$ cat config.mk
export PLATFORM = sky130hd
export DESIGN_NAME = tga_ctrl
export DESIGN_NICKNAME = d
export VERILOG_FILES = /design/src/hdl/tga_pkg.sv /design/src/hdl/tga_ctrl.sv
export SDC_FILE = /design/constraint.sdc
export NUM_CORES = 1
export LEC_CHECK = 0
export ABC_CLOCK_PERIOD_IN_PS = 3200
export BUFFER_PORTS_ARGS = -buffer_cell sky130_fd_sc_hd__buf_2
export CORE_AREA = 2 2 112 114
export CTS_CLUSTER_DIAMETER = 60
export DETAILED_ROUTE_END_ITERATION = 16
export DIE_AREA = 0 0 114 116
export PLACE_DENSITY = 0.9
export SLEW_MARGIN = 0
export SYNTH_ARGS = -nofsm -noshare
export SYNTH_HDL_FRONTEND = slang
export SYNTH_SLANG_ARGS = --single-unit
$ cat constraint.sdc
create_clock -name clk_i -period 3.2 [get_ports clk_i]
set_input_delay 0.16 -clock clk_i [delete_from_list [all_inputs] [get_ports clk_i]]
set_output_delay 0.16 -clock clk_i [all_outputs]
set_load 0.02 [all_outputs]
$ cat src/hdl/tga_pkg.sv
package tga_pkg;

  // Default configuration
  localparam int unsigned NUM_SLOTS_DEF       = 1024;
  localparam int unsigned SLOT_FIELD_BITS_DEF = 20;

  // Fixed field widths
  localparam int unsigned HANDLE_W = 32;
  localparam int unsigned KIND_W   = 2;
  localparam int unsigned STATUS_W = 2;

  // Request kinds
  typedef enum logic [KIND_W-1:0] {
    KIND_ALLOC    = 2'd0,
    KIND_RELEASE  = 2'd1,
    KIND_LOOKUP   = 2'd2,
    KIND_COMPLETE = 2'd3
  } kind_e;

  // Result status codes
  typedef enum logic [STATUS_W-1:0] {
    STAT_OK        = 2'd0,
    STAT_NOT_FOUND = 2'd1,
    STAT_FULL      = 2'd2,
    STAT_HELD      = 2'd3
  } status_e;

  // Sequencer states
  typedef enum logic {
    SEQ_IDLE = 1'b0,
    SEQ_EXEC = 1'b1
  } seq_state_e;

  // Memory strobes from sequencer to the stores
  typedef struct packed {
    logic rd_en;     // read slot table and stack top
    logic slot_we;   // write slot table entry
    logic stack_we;  // push onto free stack
  } mem_ctl_t;

endpackage

$ cat src/hdl/tga_ctrl.sv
module tga_ctrl #(
  parameter int unsigned NUM_SLOTS       = tga_pkg::NUM_SLOTS_DEF,
  parameter int unsigned SLOT_FIELD_BITS = tga_pkg::SLOT_FIELD_BITS_DEF,
  parameter int unsigned AW              = $clog2(NUM_SLOTS)
) (
  input  logic                          clk_i,
  input  logic                          rst_ni,
  input  logic                          in_valid_i,
  output logic                          in_ready_o,
  input  logic [tga_pkg::KIND_W-1:0]    kind_i,
  input  logic [tga_pkg::HANDLE_W-1:0]  handle_i,
  output logic                          out_valid_o,
  input  logic                          out_ready_i,
  output logic [tga_pkg::HANDLE_W-1:0]  result_handle_o,
  output logic [tga_pkg::STATUS_W-1:0]  status_o,
  output tga_pkg::mem_ctl_t             ctl_o,
  output logic [AW-1:0]                 slot_raddr_o,
  output logic [AW-1:0]                 slot_waddr_o,
  output logic [tga_pkg::HANDLE_W:0]    slot_wdata_o,
  input  logic [tga_pkg::HANDLE_W:0]    slot_rdata_i,
  output logic [AW-1:0]                 stack_raddr_o,
  output logic [AW-1:0]                 stack_waddr_o,
  output logic [tga_pkg::HANDLE_W-1:0]  stack_wdata_o,
  input  logic [tga_pkg::HANDLE_W-1:0]  stack_rdata_i
);

  localparam int unsigned HW          = tga_pkg::HANDLE_W;
  localparam longint unsigned SLOT_SPAN = 64'd1 << SLOT_FIELD_BITS;
  localparam longint unsigned FRESH_LIMIT =
    (64'(NUM_SLOTS) < SLOT_SPAN) ? 64'(NUM_SLOTS) : SLOT_SPAN;
  localparam int unsigned FW          = $clog2(FRESH_LIMIT + 1);
  localparam int unsigned CW          = $clog2(NUM_SLOTS + 1);
  localparam logic [HW-1:0] GEN_STEP  = HW'(SLOT_SPAN);

  tga_pkg::seq_state_e state_q, state_d;

  logic [tga_pkg::KIND_W-1:0] kind_q;
  logic [HW-1:0]              hdl_q;
  logic [FW-1:0]              fresh_q, fresh_d;
  logic [CW-1:0]              free_cnt_q, free_cnt_d;
  logic                       out_valid_q, out_valid_d;
  logic [HW-1:0]              result_q, result_d;
  tga_pkg::status_e           status_q, status_d;

  logic                       in_xfer;
  logic                       go;
  logic [SLOT_FIELD_BITS-1:0] req_slot;
  logic [SLOT_FIELD_BITS-1:0] in_slot;
  logic                       live;
  logic [HW-1:0]              bumped;

  assign in_ready_o = (state_q == tga_pkg::SEQ_IDLE);
  assign in_xfer    = in_valid_i && in_ready_o;
  // Execute step waits until the output register is free
  assign go         = (state_q == tga_pkg::SEQ_EXEC) && (!out_valid_q || out_ready_i);

  assign in_slot  = handle_i[SLOT_FIELD_BITS-1:0];
  assign req_slot = hdl_q[SLOT_FIELD_BITS-1:0];

  // Reads issued on the input transfer, data ready in the execute step
  assign slot_raddr_o  = AW'(in_slot);
  assign stack_raddr_o = AW'(free_cnt_q - CW'(1));

  // Shared match unit: slot handed out, occupied and stored handle equal
  assign live = (req_slot != '0)
             && (32'(req_slot) < 32'(fresh_q))
             && slot_rdata_i[HW]
             && (slot_rdata_i[HW-1:0] == hdl_q);

  assign bumped = stack_rdata_i + GEN_STEP;

  // Next state
  always_comb begin
    state_d = state_q;
    unique case (state_q)
      tga_pkg::SEQ_IDLE: if (in_xfer) state_d = tga_pkg::SEQ_EXEC;
      tga_pkg::SEQ_EXEC: if (go)      state_d = tga_pkg::SEQ_IDLE;
      default:                        state_d = tga_pkg::SEQ_IDLE;
    endcase
  end

  // Outputs and datapath updates
  always_comb begin
    ctl_o         = '0;
    ctl_o.rd_en   = in_xfer;
    slot_waddr_o  = AW'(req_slot);
    slot_wdata_o  = {1'b0, hdl_q};
    stack_waddr_o = AW'(free_cnt_q);
    stack_wdata_o = hdl_q;
    fresh_d       = fresh_q;
    free_cnt_d    = free_cnt_q;
    result_d      = result_q;
    status_d      = status_q;
    out_valid_d   = out_valid_q && !out_ready_i;
    unique case (state_q)
      tga_pkg::SEQ_IDLE: begin
      end
      tga_pkg::SEQ_EXEC: begin
        if (go) begin
          out_valid_d = 1'b1;
          result_d    = '0;
          status_d    = tga_pkg::STAT_OK;
          if (tga_pkg::kind_e'(kind_q) == tga_pkg::KIND_ALLOC) begin
            if (hdl_q != '0) begin
              status_d = tga_pkg::STAT_HELD;
            end else if (free_cnt_q != '0) begin
              // Reuse top of free stack with next generation
              free_cnt_d    = free_cnt_q - CW'(1);
              ctl_o.slot_we = 1'b1;
              slot_waddr_o  = AW'(bumped[SLOT_FIELD_BITS-1:0]);
              slot_wdata_o  = {1'b1, bumped};
              result_d      = bumped;
            end else if (64'(fresh_q) < FRESH_LIMIT) begin
              // Never-used slot, generation zero
              fresh_d       = fresh_q + FW'(1);
              ctl_o.slot_we = 1'b1;
              slot_waddr_o  = AW'(fresh_q);
              slot_wdata_o  = {1'b1, HW'(fresh_q)};
              result_d      = HW'(fresh_q);
            end else begin
              status_d = tga_pkg::STAT_FULL;
            end
          end else if (live) begin
            result_d = hdl_q;
            if (tga_pkg::kind_e'(kind_q) != tga_pkg::KIND_LOOKUP) begin
              // Release or complete: clear occupancy, push handle if the stack has room
              ctl_o.slot_we = 1'b1;
              if (32'(free_cnt_q) < 32'(NUM_SLOTS)) begin
                ctl_o.stack_we = 1'b1;
                free_cnt_d     = free_cnt_q + CW'(1);
              end
            end
          end else begin
            status_d = tga_pkg::STAT_NOT_FOUND;
          end
        end
      end
      default: begin
      end
    endcase
  end

  // Control registers
  always_ff @(posedge clk_i or negedge rst_ni) begin
    if (!rst_ni) begin
      state_q     <= tga_pkg::SEQ_IDLE;
      fresh_q     <= FW'(1);
      free_cnt_q  <= '0;
      out_valid_q <= 1'b0;
    end else begin
      state_q     <= state_d;
      fresh_q     <= fresh_d;
      free_cnt_q  <= free_cnt_d;
      out_valid_q <= out_valid_d;
    end
  end

  // Payload registers
  always_ff @(posedge clk_i) begin
    if (in_xfer) begin
      kind_q <= kind_i;
      hdl_q  <= handle_i;
    end
    result_q <= result_d;
    status_q <= status_d;
  end

  assign out_valid_o     = out_valid_q;
  assign result_handle_o = result_q;
  assign status_o        = status_q;

endmodule

==> flow_summary.ini <==
[outcome]
outcome = finished, final reports clean

[floorplan]
die_y_um = 116
die_area_um2 = 13220
core.rowCount = 40
io_pins = 247
dieWidth_um = 114
initial_core_util_pct = 47.55
core-area_um2 = 11910

[yosys]
synthArstFlopShare_pct = 26.09
ys_warn_count = 0
synth_area_leaders = edfxtp_1 (36%), dfrtp_1 (10%), xor2_1 (7.3%)
syn_avg_cell_area_um2 = 10.28
synth_top_area_cell = edfxtp_1
syn-num-nets = 670
yosys_register_bits = 92
synth_edf_count = 68
synth_cell_types = 60
syn_area_um2 = 5664
synth_top_area_share_pct = 36.05
seq_area_frac_synth_pct = 46.68
ys.flop_type = edfxtp_1
synthCells = 551

[detailed_routing]
wirelength_mm = 20.28
drt_iter0_drc = 685
ant_nets = 0
route.detailed.drc = 0
vias = 5696
drt_pass1_iterations = 6
wire_per_inst_um = 21.01
vias_per_cell = 5.903

[sta]
min_period_ns = 3.113
finalMaxSlewViolations = 0
skew_ns = 0.01182
rsz0062_at_grt = yes
final_hold_viol_count = 0
fin_crit_sh_pct = 97.29
setup_viol = 0
tightest_slew_ns = 0.6986
slew_headroom_pct = 53.33
fmax_mhz = 321.2

[cells_and_area]
seqCellArea_um2 = 2645
final_util_pct = 63.80
drive_gt1_share_pct = 37.45
final_cell_mix = buf_2 (245), edfxtp_1 (68), nand2_1 (60), xor2_1 (47), dlygate4sd3_1 (33)
final_nets = 931
fillCellCount = 948
layout_commonest_cell = buf_2
syn_to_final_growth_pct = 34.17
final_area_um2 = 7600
multiInputGateArea_um2 = 2669

[clock_tree]
path_clk_slew_ns = 0.07
numCtsBuffers = 9
cts_tree = done
h-tree-depth = 3
clock_sinks = 92
cts_buffer_depth = 2
clock_latency_ns = 0.35
clockRootBuffer = clkbuf_16

[place]
dp_hpwl_mm = 15.11
gp_congestion = 0.9811
port_buffers = 246
dpl-instance-area_um2 = 6918

[global_route]
grtUsageMet2_pct = 51.59
grt_use_met1_pct = 37.10
grt_pass1_vias = 5484
global_route.usage.met3_pct = 5.178
grt_usage_pct = 30.42
grt-busiest-layer = met2
grt_pass1_wl_mm = 30.39
grt_start_max_net_pins = 25
antenna_found_initial = 1
grt.overflow.total = 0

[critical_path]
critPathMaxStageDelay_ns = 0.59
cp.required_ns = 3.04
critPathArrivalTime_ns = 2.95
cp.depth = 6
path_class = flip-flop to primary output
r2r_start = fresh_q[10]
startpoint = stack_wdata_o[21]
reg2reg_depth = 9
crit_chain = or4_1 -> or3_1 -> nor3_2 -> and3_1 -> a21o_2 -> buf_2
crit_path_end_kind = primary output
cp_max_fo = 11
critPathTopFamily = simple AND/OR/NAND/NOR gates
cp_slowest_cell = or4_1
critical_path_buf_inv_count = 1
start_kind = flip-flop

[flow_run]
cap_violations = 0

[power]
power_density_nw_per_um2 = 440.0
peakVddDrop_mv = 0.4926
p_leak_nw = 3.409

[worst_hold_path]
hold_path_startpoint = handle_i[2]
hold_class = input pin to flip-flop
hold_depth = 1
[cells in the mapped netlist (9+ instances only)]
library cell and count:
and3_1 17, xor2_1 47, nand2_1 61, nand3_1 16
a21oi_1 13, nor4_1 24, a21o_1 9, o21ai_0 26
ha_1 16, edfxtp_1 68, dfrtp_1 23, nor3_1 13
nand4_1 12, o21bai_1 23, clkbuf_1 16, inv_1 19
nor2_1 27, xnor2_1 15, buf_4 31
[layer usage]
metal / routed length [um] / part of all wire [%]
met1: 7309 / 36
met4: 1109 / 5.5
met3: 1987 / 9.8
met5: 0 / 0
met2: 9873 / 49
[where the power goes]
| part | total, mW | switching (mW) | internal (mW) |
|---|---|---|---|
| Combinational | 0.785 | 0.514 | 0.271 |
| Sequential | 1.48 | 0.0859 | 1.40 |
| Clock | 1.08 | 0.467 | 0.611 |
| Total | 3.34 | 1.07 | 2.28 |
[cell type report]
cell class	count	share of cell area [%]
tap	147	2.420
clock buffer	11	3.062
timing repair buffer	300	22.82
clock inverter	5	0.8067
antenna	1	0.03293
sequential	92	34.80
multi-input combinational	390	35.12
inverter	19	0.9384
[cells by family after synthesis]
family / Yosys count / share of synthesized area [%]
AO/OA/AOI/OAI: 112 / 14.65
XOR/XNOR: 62 / 9.587
adder cells (fa/ha/maj): 16 / 3.534
buffers and inverters: 69 / 6.693
flip-flops: 92 / 46.68
multiplexers: 1 / 0.1767
AND/OR/NAND/NOR: 199 / 18.69
[through the flow]
stage	TNS (ns)	hold WS [ns]	total power [mW]	setup WS (ns)	cells
6_report	0	0.01384	3.344	0.08669	965
5_1_grt	-0.2418	0.003457	3.449	-0.05863	965
4_1_cts	0	0.001683	3.321	0.02104	959
3_5_place_dp	0	0.1928	2.231	0.3325	910
3_3_place_gp	0	0.1929	2.216	0.3864	910
2_1_floorplan	0	-0.1356	1.924	0.2819	551
[sequential cells by signal (all words and copies together), names as in the netlist]
name / flops
free_cnt_q: 11
kind_q: 2
result_handle_o: 32
out_valid_o: 1
status_o: 2
fresh_q: 11
state_q: 1
stack_wdata_o: 32
[worst paths after layout]
| kind | to | slack, ns |
|---|---|---|
| worst max-delay path | slot_wdata_o[17] | 0.09 |
| worst min-delay path | stack_wdata_o[2] | 0.01 |
| worst max register to register | result_handle_o[22] | 0.35 |
| worst min register to register | fresh_q[7] | 0.52 |
| max in group asynchronous | fresh_q[10] | 2.42 |
| min in group asynchronous | free_cnt_q[9] | 0.35 |
[repair_timing]
| item | 4_1_cts | 5_1_grt |
|---|---|---|
| hold buffers | 33 | 0 |
| pin swaps | 0 | 2 |
| endpoints found under the hold margin | 55 | 0 |
| buffers inserted | 0 | 5 |
| gates resized for setup | 1 | 5 |
| setup endpoints to repair | 2 | 20 |
(Power assumes the default switching activity.)
